--- config.mk ---
export PLATFORM = sky130hd
export DESIGN_NAME = tths_front_flat
export DESIGN_NICKNAME = d
export VERILOG_FILES = /design/src/hdl/tths_pkg.sv /design/src/hdl/tths_if.sv /design/src/hdl/tths_front.sv /design/src/flat_wrapper.sv
export SDC_FILE = /design/constraint.sdc
export NUM_CORES = 1
export LEC_CHECK = 0
export ABC_CLOCK_PERIOD_IN_PS = 8200
export BUFFER_PORTS_ARGS = -buffer_cell sky130_fd_sc_hd__buf_2
export CAP_MARGIN = 20
export CORE_ASPECT_RATIO = 1.2
export CORE_MARGIN = 2
export CORE_UTILIZATION = 26
export CTS_CLUSTER_SIZE = 25
export DETAILED_ROUTE_END_ITERATION = 16
export SKIP_LAST_GASP = 1
export SYNTH_ARGS = -nofsm -noshare
export SYNTH_HDL_FRONTEND = slang
export SYNTH_SLANG_ARGS = --single-unit
--- constraint.sdc ---
create_clock -name clk -period 8.2 [get_ports clk]
set_clock_uncertainty 0.15 [all_clocks]
set_input_delay 0.82 -clock clk [delete_from_list [all_inputs] [get_ports clk]]
set_output_delay 0.82 -clock clk [all_outputs]
set_load 0.02 [all_outputs]
--- src/hdl/tths_pkg.sv ---
`timescale 1ns / 1ps
// ----------------------------------------------------------------------------
// tths_pkg
// Shared types, sizes and codes of the timer task heap scheduler.
// ----------------------------------------------------------------------------
package tths_pkg;

	localparam int QUEUE_DEPTH = 64;
	localparam int TASK_COUNT  = 64;
	localparam int TIME_BITS   = 48;

	localparam int ID_BITS    = 6;
	localparam int CNT_BITS   = 7;
	localparam int IDX_BITS   = $clog2(QUEUE_DEPTH + 1);
	localparam int TIDX_BITS  = $clog2(TASK_COUNT);

	localparam logic [TIME_BITS-1:0] TIME_MAX     = {TIME_BITS{1'b1}};
	localparam logic [TIME_BITS-1:0] PERIOD_LIMIT = {2'b00, {(TIME_BITS-2){1'b1}}};

	typedef enum logic [2:0] {
		A_ONCE   = 3'd0,
		A_DELAY  = 3'd1,
		A_RATE   = 3'd2,
		A_TICK   = 3'd3,
		A_CTASK  = 3'd4,
		A_CTIMER = 3'd5,
		A_PURGE  = 3'd6,
		A_NONE   = 3'd7
	} action_t;

	typedef enum logic [2:0] {
		ST_OK        = 3'd0,
		ST_BAD_DELAY = 3'd1,
		ST_BAD_PER   = 3'd2,
		ST_OVERFLOW  = 3'd3,
		ST_CANCELLED = 3'd4,
		ST_NOT_NEW   = 3'd5,
		ST_FULL      = 3'd6,
		ST_SPARE     = 3'd7
	} status_t;

	typedef enum logic [1:0] {
		TS_NEW  = 2'd0,
		TS_SCHD = 2'd1,
		TS_EXEC = 2'd2,
		TS_CANC = 2'd3
	} task_state_t;

	// One classified command, passed from the front end to the heap engine.
	typedef struct packed {
		action_t              action;
		logic [ID_BITS-1:0]   task_id;
		logic [TIME_BITS-1:0] now_time;
		logic [TIME_BITS-1:0] due;
		logic [TIME_BITS-1:0] period;
		status_t              err;
	} cmd_t;

	// One heap slot; period is signed: zero one-shot, negative fixed delay.
	typedef struct packed {
		logic [TIME_BITS-1:0] due;
		logic [TIME_BITS-1:0] period;
		logic [ID_BITS-1:0]   task_id;
	} entry_t;

endpackage

--- src/hdl/tths_if.sv ---
`timescale 1ns / 1ps
// ----------------------------------------------------------------------------
// tths_in_if / tths_out_if
// Valid/ready channels for command beats and result beats.
// ----------------------------------------------------------------------------
interface tths_in_if;
	logic                            valid;
	logic                            ready;
	logic [2:0]                      action;
	logic [tths_pkg::ID_BITS-1:0]    task_id;
	logic [tths_pkg::TIME_BITS-1:0]  now_time;
	logic signed [tths_pkg::TIME_BITS-1:0] delay;
	logic signed [tths_pkg::TIME_BITS-1:0] run_period;

	modport source (output valid, action, task_id, now_time, delay, run_period, input ready);
	modport sink   (input valid, action, task_id, now_time, delay, run_period, output ready);
endinterface


--- src/hdl/tths_front.sv ---
`timescale 1ns / 1ps
// ----------------------------------------------------------------------------
// tths_front
// Accepts command beats, checks schedule arguments and queues them.
// ----------------------------------------------------------------------------
module tths_front (
	input  logic           clk,
	input  logic           arst_n,
	tths_in_if.sink        item,
	output logic           cmd_valid,
	input  logic           cmd_ready,
	output tths_pkg::cmd_t cmd
);
	import tths_pkg::*;

	cmd_t                 fifo_q [2];
	logic                 wptr_q, rptr_q;
	logic [1:0]           fill_q;
	cmd_t                 cls;
	action_t              act;
	logic                 rep, neg, pbad, ovf, big;
	logic [TIME_BITS:0]   sum;
	logic [TIME_BITS-1:0] per, stored;
	logic                 push, pop;

	always_comb begin
		act  = action_t'(item.action);
		per  = item.run_period;
		rep  = (act == A_DELAY) || (act == A_RATE);
		neg  = item.delay[TIME_BITS-1];
		pbad = rep && (per[TIME_BITS-1] || (per == '0));
		sum  = {1'b0, item.now_time} + {1'b0, item.delay};
		ovf  = sum[TIME_BITS];
		big  = per > PERIOD_LIMIT;
		unique case (act)
			A_DELAY: stored = big ? ~((per + 1'b1) >> 1) + 1'b1 : ~per + 1'b1;
			A_RATE:  stored = big ? per >> 1 : per;
			default: stored = '0;
		endcase
		cls.action   = act;
		cls.task_id  = item.task_id;
		cls.now_time = item.now_time;
		cls.due      = sum[TIME_BITS-1:0];
		cls.period   = stored;
		priority if (neg)  cls.err = ST_BAD_DELAY;
		else if (pbad)     cls.err = ST_BAD_PER;
		else if (ovf)      cls.err = ST_OVERFLOW;
		else               cls.err = ST_OK;
	end

	assign item.ready = (fill_q != 2'd2);
	assign push       = item.valid && item.ready;
	assign cmd_valid  = (fill_q != 2'd0);
	assign pop        = cmd_valid && cmd_ready;
	assign cmd        = fifo_q[rptr_q];

	always_ff @(posedge clk) begin
		if (push) fifo_q[wptr_q] <= cls;
	end

	always_ff @(posedge clk or negedge arst_n) begin
		if (!arst_n) begin
			wptr_q <= 1'b0;
			rptr_q <= 1'b0;
			fill_q <= 2'd0;
		end else begin
			if (push) wptr_q <= ~wptr_q;
			if (pop)  rptr_q <= ~rptr_q;
			fill_q <= fill_q + 2'(push) - 2'(pop);
		end
	end
endmodule

--- src/flat_wrapper.sv ---
// flat-port wrapper written by rule: the top's interface ports become plain ports
module tths_front_flat import tths_pkg::*;
  (clk, arst_n, cmd_valid, cmd_ready, cmd, item_valid, item_action, item_task_id, item_now_time, item_delay, item_run_period, item_ready);
  tths_in_if item_i ();
  input  logic clk;
  input  logic arst_n;
  output logic cmd_valid;
  input  logic cmd_ready;
  output tths_pkg::cmd_t cmd;
  input wire logic [$bits(item_i.valid)-1:0] item_valid;
  input wire logic [$bits(item_i.action)-1:0] item_action;
  input wire logic [$bits(item_i.task_id)-1:0] item_task_id;
  input wire logic [$bits(item_i.now_time)-1:0] item_now_time;
  input wire logic [$bits(item_i.delay)-1:0] item_delay;
  input wire logic [$bits(item_i.run_period)-1:0] item_run_period;
  output wire logic [$bits(item_i.ready)-1:0] item_ready;
  assign item_i.valid = item_valid;
  assign item_i.action = item_action;
  assign item_i.task_id = item_task_id;
  assign item_i.now_time = item_now_time;
  assign item_i.delay = item_delay;
  assign item_i.run_period = item_run_period;
  assign item_ready = item_i.ready;
  tths_front u_core (.clk(clk), .arst_n(arst_n), .item(item_i), .cmd_valid(cmd_valid), .cmd_ready(cmd_ready), .cmd(cmd));
endmodule
==> results.cfg, run 1 <==
[placement]
placed_cell_area_um2 = 20690
finalWeightedCongestion = 0.9512
hpwlAfterDp_um = 43210
io_buffer_count = 313

[cells_and_area]
layout.filler_cells = 7042
final_cell_area_um2 = 21960
layout_commonest_cell = sky130_fd_sc_hd__buf_2
most-common-layout-cells = sky130_fd_sc_hd__buf_2, sky130_fd_sc_hd__edfxtp_1, sky130_fd_sc_hd__mux2_2, sky130_fd_sc_hd__nand2_1, sky130_fd_sc_hd__a21oi_1
drive_above_1_share_pct = 32.45
flow.area_growth_from_synthesis_pct = 20.08
nNetsFinal = 2032

[timing]
tightestPinTransition_ns = 1.126
fmaxAchievable_ghz = 0.2119
report.final.hold_viol_count = 0
finalMaxSlewViolations = 0
report.final.setup_viol = 0
final.period_utilization_pct = 57.54
relSlewSlack_pct = 24.57
rsz_0062_raised_after_global_routing = no
min_clock_period_post_route_ns = 4.718
fin_setup_tns_ns = 0

[floorplan]
die_w_um = 246.1
core_area_um2 = 69630
ioPinCount = 315
die_height_um = 294.5
fp-row-count = 106
die_footprint_um2 = 72490
initial_cell_density_of_the_core_pct = 26.27

[synth]
ys_top_cells_by_area = sky130_fd_sc_hd__edfxtp_1, sky130_fd_sc_hd__mux2_2, sky130_fd_sc_hd__ha_1
synth_largest_type_area_fraction_pct = 50.90
postSynthRegisterBits = 314
mappedNetlistArea_um2 = 18290
mean_instance_size_in_the_synthesized_netlist_um2 = 11.84
synthDominantAreaCellType = sky130_fd_sc_hd__edfxtp_1
synth.yosys.seq_area_share_pct = 51.44
synth_top_flop_cell = sky130_fd_sc_hd__edfxtp_1
postSynth.asyncResetShare_pct = 1.274
yosysWarningCount = 0
synth_cells = 1545
synth_edf_count = 310
yosysUniqueCellTypes = 98
syn_nets = 1756

[run]
max-cap-violations = 0

[run_status]
outcome = completed

[power]
power.density_nw_per_um2 = 289.5
power_leakage_nw = 8.065
vdd.ir_drop.worst_uv = 171.5

[global_route]
grt_pass1_vias = 13960
gr-total-overflow = 0
first_pass_grt_wire_length_um = 84840
largest_net_degree_at_the_start_of_global_routing = 72
grt_usage_pct = 15.21
initial_antenna_violation_count = 3

[clock_tree]
cts_made_buffers = 38
clockRootBuffer = sky130_fd_sc_hd__clkbuf_16
clkTransAtPathRegs_ns = 0.06
cts.sinks = 314
cts_tree = built
cts.path.max_buffers = 3
cts.htree.levels = 2
worst_skew_pair.late_latency_ns = 0.53

[critical_path]
cp-end-kind = flip-flop
worst_ep_arrival_time_ns = 4.87
critical-path-slowest-cell = sky130_fd_sc_hd__nor4_2
max_stage_delay_ns = 0.73
largest_fanout_of_any_net_on_the_critical_path = 13
worst_ep_required_time_ns = 8.35
critical_path.cell_chain = buf_2 > ha_1 > nand4_2 > nor4_2 > nand2_1 > a221oi_1 > o211ai_1 > nor4_4 > nand4_1 > o41a_1 > o32ai_1
critical_path.startpoint_type = input pin
crit_path_category = input pin to flip-flop

[detailed_routing]
via_count = 14100
wl_um = 57680
detail-route-antenna-nets = 0
via_per_inst = 5.099
dr_pass1_iterations = 5
drt_drc_violations_left = 0
route.detailed.wl_per_inst_um = 20.85
drt_iter0_markers = 1031

[worst_hold_path]
hp-class = input pin to flip-flop
cell type report:
type,count,area [µm²],area share [%]
antenna,2,5.005,0.02279
tap,918,1149,5.230
multi-input combinational,1120,8389,38.20
clock buffer,42,987.2,4.495
timing repair buffer,327,1674,7.623
clock inverter,23,270.3,1.231
inverter,20,75.07,0.3418
sequential,314,9413,42.86
through the flow:
stage          instances  worst slack, ns  hold WS [ns]  util, %  total power, mW
6_report            2766            3.482        0.3290    31.54            6.359
5_1_grt             2764            3.282        0.2904    31.53            6.689
4_1_cts             2764            3.630        0.2812    31.53            6.487
3_5_place_dp        2698            3.062        0.3311    29.71            4.729
3_3_place_gp        2698            3.116        0.3274    29.71            4.706
2_1_floorplan       1545          0.03001        0.3092        -            3.975
timing repair:
item,in CTS,in global routing
endpoints found under the hold margin,4,0
buffers inserted,0,0
gates resized for setup,0,0
hold buffers,1,0
state kept, by name, summed over array words and instances (netlist names):
name / cells
u_core.wptr_q: 1
u_core.fill_q: 2
u_core.fifo_q: 310
u_core.rptr_q: 1
power by group:
part	internal, mW	switching (mW)
sequential	2.25	0.125
combinational	0.826	1.44
clock	1.03	0.682
synth_stat cells (19+ instances only):
| library cell | instances |
|---|---|
| sky130_fd_sc_hd__edfxtp_1 | 310 |
| sky130_fd_sc_hd__mux2_2 | 158 |
| sky130_fd_sc_hd__nand2_1 | 115 |
| sky130_fd_sc_hd__a21oi_1 | 86 |
| sky130_fd_sc_hd__nor2_1 | 66 |
| sky130_fd_sc_hd__clkbuf_1 | 58 |
| sky130_fd_sc_hd__ha_1 | 53 |
| sky130_fd_sc_hd__o21ai_0 | 52 |
| sky130_fd_sc_hd__xnor2_1 | 51 |
| sky130_fd_sc_hd__nand3_1 | 46 |
| sky130_fd_sc_hd__xor2_1 | 34 |
| sky130_fd_sc_hd__a21o_1 | 32 |
| sky130_fd_sc_hd__nor3_1 | 31 |
| sky130_fd_sc_hd__nand4_1 | 30 |
| sky130_fd_sc_hd__o22ai_1 | 30 |
| sky130_fd_sc_hd__nor4_1 | 29 |
| sky130_fd_sc_hd__mux2i_1 | 27 |
| sky130_fd_sc_hd__inv_1 | 20 |
| sky130_fd_sc_hd__and2_1 | 19 |
path summary, 6_finish.rpt:
path | cells past startpoint | slack, ns | from | to
worst max-delay path | 11 | 3.48 | item_run_period[1] | u_core.fifo_q[1][43]
min in group asynchronous | 2 | 0.46 | arst_n | u_core.wptr_q
worst max register to register | 6 | 5.59 | u_core.fill_q[0] | u_core.fifo_q[0][136]
worst min register to register | 1 | 0.34 | u_core.fill_q[1] | u_core.fill_q[1]
max in group asynchronous | 2 | 7.30 | arst_n | u_core.rptr_q
worst min-delay path | 1 | 0.33 | item_task_id[0] | u_core.fifo_q[1][147]
layer usage:
layer / vias up / global-route usage (%) / routed length [µm]
met5: - / 0 / 21
met3: 98 / 2.968 / 3795
met1: 6869 / 17.58 / 22450
met2: 565 / 27.79 / 29640
li1: 6567 / - / -
met4: 4 / 5.115 / 1769
critical path: cells and delay by family:
family	cells	cell delay, ns
simple gates	5	2.10
fa+ha+maj	1	0.27
compound gates	4	1.46
buf+inv	1	0.20
logic make-up after synthesis:
family	synth area share [%]
XOR/XNOR	4.070
other	0.02050
flip-flops	51.44
buffers and inverters	2.825
AND/OR/NAND/NOR	14.92
multiplexers	11.21
adder cells (fa/ha/maj)	3.735
AO/OA/AOI/OAI	11.78
Power figures use the tool's default switching activity.
==> run 2: changes to the inputs <==
--- a/config.mk
+++ b/config.mk
@@ -5,7 +5,7 @@
 export SDC_FILE = /design/constraint.sdc
 export NUM_CORES = 1
 export LEC_CHECK = 0
-export ABC_CLOCK_PERIOD_IN_PS = 8200
+export ABC_CLOCK_PERIOD_IN_PS = 4600
 export BUFFER_PORTS_ARGS = -buffer_cell sky130_fd_sc_hd__buf_2
 export CAP_MARGIN = 20
 export CORE_ASPECT_RATIO = 1.2
==> constraint.sdc (replaced) <==
create_clock -name clk -period 4.6 [get_ports clk]
set_clock_uncertainty 0.15 [all_clocks]
set_input_delay 0.46 -clock clk [delete_from_list [all_inputs] [get_ports clk]]
set_output_delay 0.46 -clock clk [all_outputs]
set_load 0.02 [all_outputs]
==> run 2 against run 1 <==
Total power increased by 79%. Sequential power increased by 77%. Combinational power increased by 85%. Clock-buffer cell count increased by 5. Utilization increased by 1.1 points. Non-clock buffer count increased by 80. Flip-flop and latch count unchanged. Critical endpoint is now u_core.fifo_q[0][97]. Largest cell class unchanged.
==> results.cfg, run 2 (synthesis gave the netlist of run 1 again) <==
[clock_tree]
clkTransAtPathRegs_ns = 0.06
cts_tree = built
cts.sinks = 314
postCtsResizedCells = 0
clockRootBuffer = sky130_fd_sc_hd__clkbuf_16
cts_made_buffers = 38
cts.htree.levels = 2
worst_skew_pair.late_latency_ns = 0.54
cts.path.max_buffers = 3

[power]
power.density_nw_per_um2 = 499.4
seq_power_share_pct = 37.0
power_frac_clock_pct = 25.9
total_switching_power_mw = 4.058
power_report.internal_total_mw = 7.301
vdd.ir_drop.worst_uv = 382.5
power_leakage_nw = 8.429
comb_power_share_pct = 37.1
power.switching_fraction_pct = 35.73

[timing]
tightestPinTransition_ns = 1.145
setup_slack_ns = 0.4116
report.final.hold_viol_count = 0
rsz_0062_raised_after_global_routing = no
fmaxAchievable_ghz = 0.2388
fin_setup_tns_ns = 0
report.final.setup_viol = 0
final.period_utilization_pct = 91.05
hold-worst-slack_ns = 0.03852
finalMaxSlewViolations = 0
min_clock_period_post_route_ns = 4.188
relSlewSlack_pct = 23.65

[detailed_routing]
route.detailed.wl_per_inst_um = 20.69
drt_iter0_markers = 1185
via_count = 14240
wl_um = 58900
detail-route-antenna-nets = 0
via_per_inst = 5.001
dr_pass1_iterations = 5
drt_drc_violations_left = 0

[placement]
hpwlAfterDp_um = 43420
finalWeightedCongestion = 0.9224
placement.setup.worst_slack_ns = 0.3842
io_buffer_count = 313

[cells_and_area]
nNetsFinal = 2112
flow.area_growth_from_synthesis_pct = 24.37
final-seq-area_um2 = 9413
utilization_pct = 32.67
layout_commonest_cell = sky130_fd_sc_hd__buf_2
drive_above_1_share_pct = 32.31
reg_top3 = u_core.fifo_q (310), u_core.fill_q (2)
register_bank_with_the_most_flops = u_core.fifo_q
layout.filler_cells = 7021
largest_reg_flops = 310
multi_input_area_um2 = 8389
most-common-layout-cells = sky130_fd_sc_hd__buf_2, sky130_fd_sc_hd__edfxtp_1, sky130_fd_sc_hd__mux2_2, sky130_fd_sc_hd__nand2_1, sky130_fd_sc_hd__a21oi_1

[floorplan]
die_footprint_um2 = 72490
initial_cell_density_of_the_core_pct = 26.27
fp-row-count = 106
die_height_um = 294.5
ioPinCount = 315
core_area_um2 = 69630
die_w_um = 246.1

[critical_path]
crit_path_category = input pin to flip-flop
critical-path-slowest-cell = sky130_fd_sc_hd__dlygate4sd3_1
cp-end-kind = flip-flop
cell_repeated_most_along_the_worst_path = sky130_fd_sc_hd__a211o_1
critical_path.cell_chain = dlygate4sd3_1 > buf_2 > ha_1 > inv_1 > fa_1 > nor2b_1 > o2111ai_1 > a211o_1 > a211o_1 > a31oi_1 > nor2_1 > o21ai_0 > nor4_1 > a311o_1
critical_path.startpoint_type = input pin
worst_ep_arrival_time_ns = 4.30
largest_fanout_of_any_net_on_the_critical_path = 3
max_stage_delay_ns = 0.52
worst_ep_required_time_ns = 4.71

[global_route]
first_pass_grt_wire_length_um = 86380
gr-total-overflow = 0
initial_antenna_violation_count = 2
grt_usage_pct = 15.58
grt_pass1_vias = 14040
largest_net_degree_at_the_start_of_global_routing = 156

[worst_hold_path]
hp-class = input pin to flip-flop

[run]
max-cap-violations = 0

[run_status]
outcome = completed
[run 2: layout make-up]
class / count / share of cell area, %
antenna: 1 / 0.01100
clock buffer: 47 / 4.422
clock inverter: 20 / 0.9461
inverter: 20 / 0.3300
multi-input combinational: 1120 / 36.88
sequential: 314 / 41.38
tap: 918 / 5.050
timing repair buffer: 407 / 10.98
[run 2: worst paths after layout]
kind / from / end / slack (ns) / depth (start not counted)
setup / recovery: item_now_time[0] / u_core.fifo_q[0][97] / 0.41 / 14
hold / removal: item_action[2] / u_core.fifo_q[0][155] / 0.04 / 1
setup reg to reg: u_core.fill_q[1] / u_core.fifo_q[1][21] / 2.32 / 3
hold reg to reg: u_core.fill_q[1] / u_core.fill_q[1] / 0.35 / 1
max in group asynchronous: arst_n / u_core.rptr_q / 4.05 / 2
min in group asynchronous: arst_n / u_core.fill_q[1] / 0.11 / 2
[run 2: critical path: cells and delay by family]
kind,cells,cell delay [ns]
AND/OR/NAND/NOR,3,0.48
AO/OA/AOI/OAI,6,2.05
adder cells (fa/ha/maj),2,0.59
buffers and inverters,3,0.70
[run 2: timing repair]
item,in CTS,in global routing
endpoints found under the hold margin,112,0
setup buffers,0,0
hold buffers,55,0
[run 2: power by group through the flow]
stage | Clock [mW] | Sequential, mW | Combinational (mW)
detailed placement | 0 | 4.27 | 4.27
CTS | 3.05 | 4.21 | 4.33
floorplan | 0 | 4.20 | 2.79
global placement | 0 | 4.24 | 4.26
finish | 2.94 | 4.21 | 4.21
global route | 3.15 | 4.27 | 4.54
[run 2: per-layer routing]
| layer | up-vias | global-route usage, % | routed length [µm] |
|---|---|---|---|
| li1 | 6704 | - | - |
| met3 | 83 | 3.387 | 4162 |
| met2 | 531 | 28.77 | 30620 |
| met1 | 6917 | 17.93 | 22700 |
| met5 | - | 0 | 11 |
| met4 | 2 | 4.242 | 1396 |
[run 2: per-stage QoR]
step	power [mW]	std cells	instance area [µm²]
after global routing	11.95	2847	22750
after detailed placement	8.541	2724	20970
after global placement	8.500	2724	20970
after CTS	11.59	2846	22740
after floorplan	6.992	1545	18300
final	11.36	2847	22750
==> run 3: changes to the inputs <==
--- a/config.mk
+++ b/config.mk
@@ -8,7 +8,7 @@
 export ABC_CLOCK_PERIOD_IN_PS = 4600
 export BUFFER_PORTS_ARGS = -buffer_cell sky130_fd_sc_hd__buf_2
 export CAP_MARGIN = 20
-export CORE_ASPECT_RATIO = 1.2
+export CORE_ASPECT_RATIO = 0.6
 export CORE_MARGIN = 2
 export CORE_UTILIZATION = 26
 export CTS_CLUSTER_SIZE = 25
==> run 3 against run 2 <==
Non-clock buffer count increased by 10. Sequential share of layout area increased by 0.091 points. Maximum frequency decreased by 1.9%. Clock-buffer cell count decreased by 6. Design area decreased by 0.22%. Largest power group is now combinational cells. Critical path type unchanged. Combinational power increased by 1%. Global-route usage increased by 0.87 points.
==> results.cfg, run 3 (synthesis gave the netlist of run 1 again) <==
[run_status]
outcome = completed

[clock_tree]
cts_made_buffers = 35
cts.path.max_buffers = 3
cts.htree.levels = 2
post-cts-setup-buffers = 0
cts_tree = built
clkTransAtPathRegs_ns = 0.06
clockRootBuffer = sky130_fd_sc_hd__clkbuf_16
cts.sinks = 314
worst_skew_pair.late_latency_ns = 0.56

[cells_and_area]
finalNonFillerCells = 2858
most-common-layout-cells = sky130_fd_sc_hd__buf_2, sky130_fd_sc_hd__edfxtp_1, sky130_fd_sc_hd__mux2_2, sky130_fd_sc_hd__nand2_1, sky130_fd_sc_hd__a21oi_1
drive_above_1_share_pct = 32.33
final_cell_area_um2 = 22700
reg_top3 = u_core.fifo_q (310), u_core.fill_q (2)
nNetsFinal = 2119
flow.area_growth_from_synthesis_pct = 24.09
largest_reg_flops = 310
register_bank_with_the_most_flops = u_core.fifo_q
layout_commonest_cell = sky130_fd_sc_hd__buf_2

[detailed_routing]
route.detailed.wl_per_inst_um = 21.63
via_per_inst = 5.080
dr_pass1_iterations = 7
detail-route-antenna-nets = 0
wl_um = 61810
drt_iter0_markers = 1313
drt_drc_violations_left = 0
via_count = 14520

[global_route]
grt_usage_pct = 16.46
largest_net_degree_at_the_start_of_global_routing = 73
grt_pass1_vias = 14150
first_pass_grt_wire_length_um = 90520
initial_antenna_violation_count = 4
gr-total-overflow = 0

[run]
max-cap-violations = 0

[timing]
hold-worst-slack_ns = 0.03054
min_clock_period_post_route_ns = 4.269
report.final.setup_viol = 0
report.final.hold_viol_count = 0
tightestPinTransition_ns = 0.9878
relSlewSlack_pct = 34.15
final.period_utilization_pct = 92.80
fmaxAchievable_ghz = 0.2343
fin_setup_tns_ns = 0
rsz_0062_raised_after_global_routing = no
setup_slack_ns = 0.3313
finalMaxSlewViolations = 0

[floorplan]
die_w_um = 346.4
die_height_um = 209.4
die_footprint_um2 = 72550
core_area_um2 = 69720
fp-row-count = 75
initial_cell_density_of_the_core_pct = 26.23
ioPinCount = 315

[placement]
placement.setup.worst_slack_ns = -0.02118
hpwlAfterDp_um = 45500
dp_cells = 2736
placed_cell_area_um2 = 21030
finalWeightedCongestion = 0.9118
io_buffer_count = 313

[critical_path]
cp-end-kind = flip-flop
worst_ep_required_time_ns = 4.76
critical_path.startpoint_type = input pin
worst_ep_arrival_time_ns = 4.43
regToRegStartpoint = u_core.fill_q[1]
ff2ff_setup_slack_ns = 2.41
rr_worst_depth = 3
largest_fanout_of_any_net_on_the_critical_path = 3
launch_point_of_the_critical_path = item_now_time[0]
critical_path.endpoint = u_core.fifo_q[0][97]
crit_path_category = input pin to flip-flop
rr_endpoint = u_core.fifo_q[1][53]

[worst_hold_path]
worst_hold_path.num_cells = 1
hp-class = input pin to flip-flop

[power]
vdd.ir_drop.worst_uv = 353.5
power.density_nw_per_um2 = 493.2
power_leakage_nw = 8.413
==> run 3: cell types whose count changed in the layout (fill, tap and decap cells not counted), sizes merged <==
cell / delta
clkinv: +2
bufinv: -2
inv: +1
dlygate4sd3: +2
clkbuf: -6
buf: +8
==> run 3: area by class of cell <==
cell class	count	area [µm²]
Clock buffer	41	919.6
Fill cell	7048	47030
Multi-Input combinational cell	1120	8387
Tap cell	924	1156
Sequential cell	314	9413
Clock inverter	21	155.1
Inverter	20	75.07
Timing Repair Buffer	417	2589
Antenna cell	1	2.502
==> run 3: how the worst min path moves through the flow <==
stage	to	start
after floorplan	u_core.fill_q[0]	arst_n
after global placement	u_core.wptr_q	arst_n
after detailed placement	u_core.wptr_q	arst_n
after CTS	u_core.fifo_q[1][100]	item_now_time[1]
after global routing	u_core.fifo_q[0][100]	item_now_time[1]
final	u_core.fifo_q[0][100]	item_now_time[1]
==> run 3: repair_timing <==
action	CTS	global route
gates resized for setup	0	0
hold buffers	57	0
hold endpoints to repair	116	0
==> run 3: routing by layer <==
layer  GRT usage, %  up-vias  share of wire, %
met5              0        -             0.074
met4          3.734        6               1.7
met3          6.204       71                10
met2          22.00      523                40
met1          24.59     7186                48
li1               -     6734                 -
==> run 3: critical path, cell delays in order <==
cell and delay, ns:
sky130_fd_sc_hd__dlygate4sd3_1 0.52, sky130_fd_sc_hd__buf_2 0.12, sky130_fd_sc_hd__ha_1 0.27, sky130_fd_sc_hd__inv_1 0.08, sky130_fd_sc_hd__fa_1 0.48, sky130_fd_sc_hd__nor2b_1 0.24
sky130_fd_sc_hd__o2111ai_1 0.17, sky130_fd_sc_hd__a211o_1 0.33, sky130_fd_sc_hd__a211o_1 0.41, sky130_fd_sc_hd__a31oi_1 0.37, sky130_fd_sc_hd__nor2_1 0.14, sky130_fd_sc_hd__o21ai_0 0.38
sky130_fd_sc_hd__nor4_1 0.09, sky130_fd_sc_hd__a311o_1 0.36
==> run 3: stage by stage <==
| step | total power, mW | utilization, % |
|---|---|---|
| after detailed placement | 8.558 | 30.17 |
| after CTS | 11.39 | 32.53 |
| after global routing | 11.77 | 32.55 |
| after floorplan | 6.992 | - |
| after global placement | 8.496 | 30.16 |
| final | 11.19 | 32.55 |
==> run 3: power breakdown <==
group / switching [mW] / total [mW] / internal, mW
Combinational: 2.70 / 4.26 / 1.57
Sequential: 0.218 / 4.22 / 4.00
Clock: 1.21 / 2.71 / 1.50
Total: 4.12 / 11.2 / 7.07
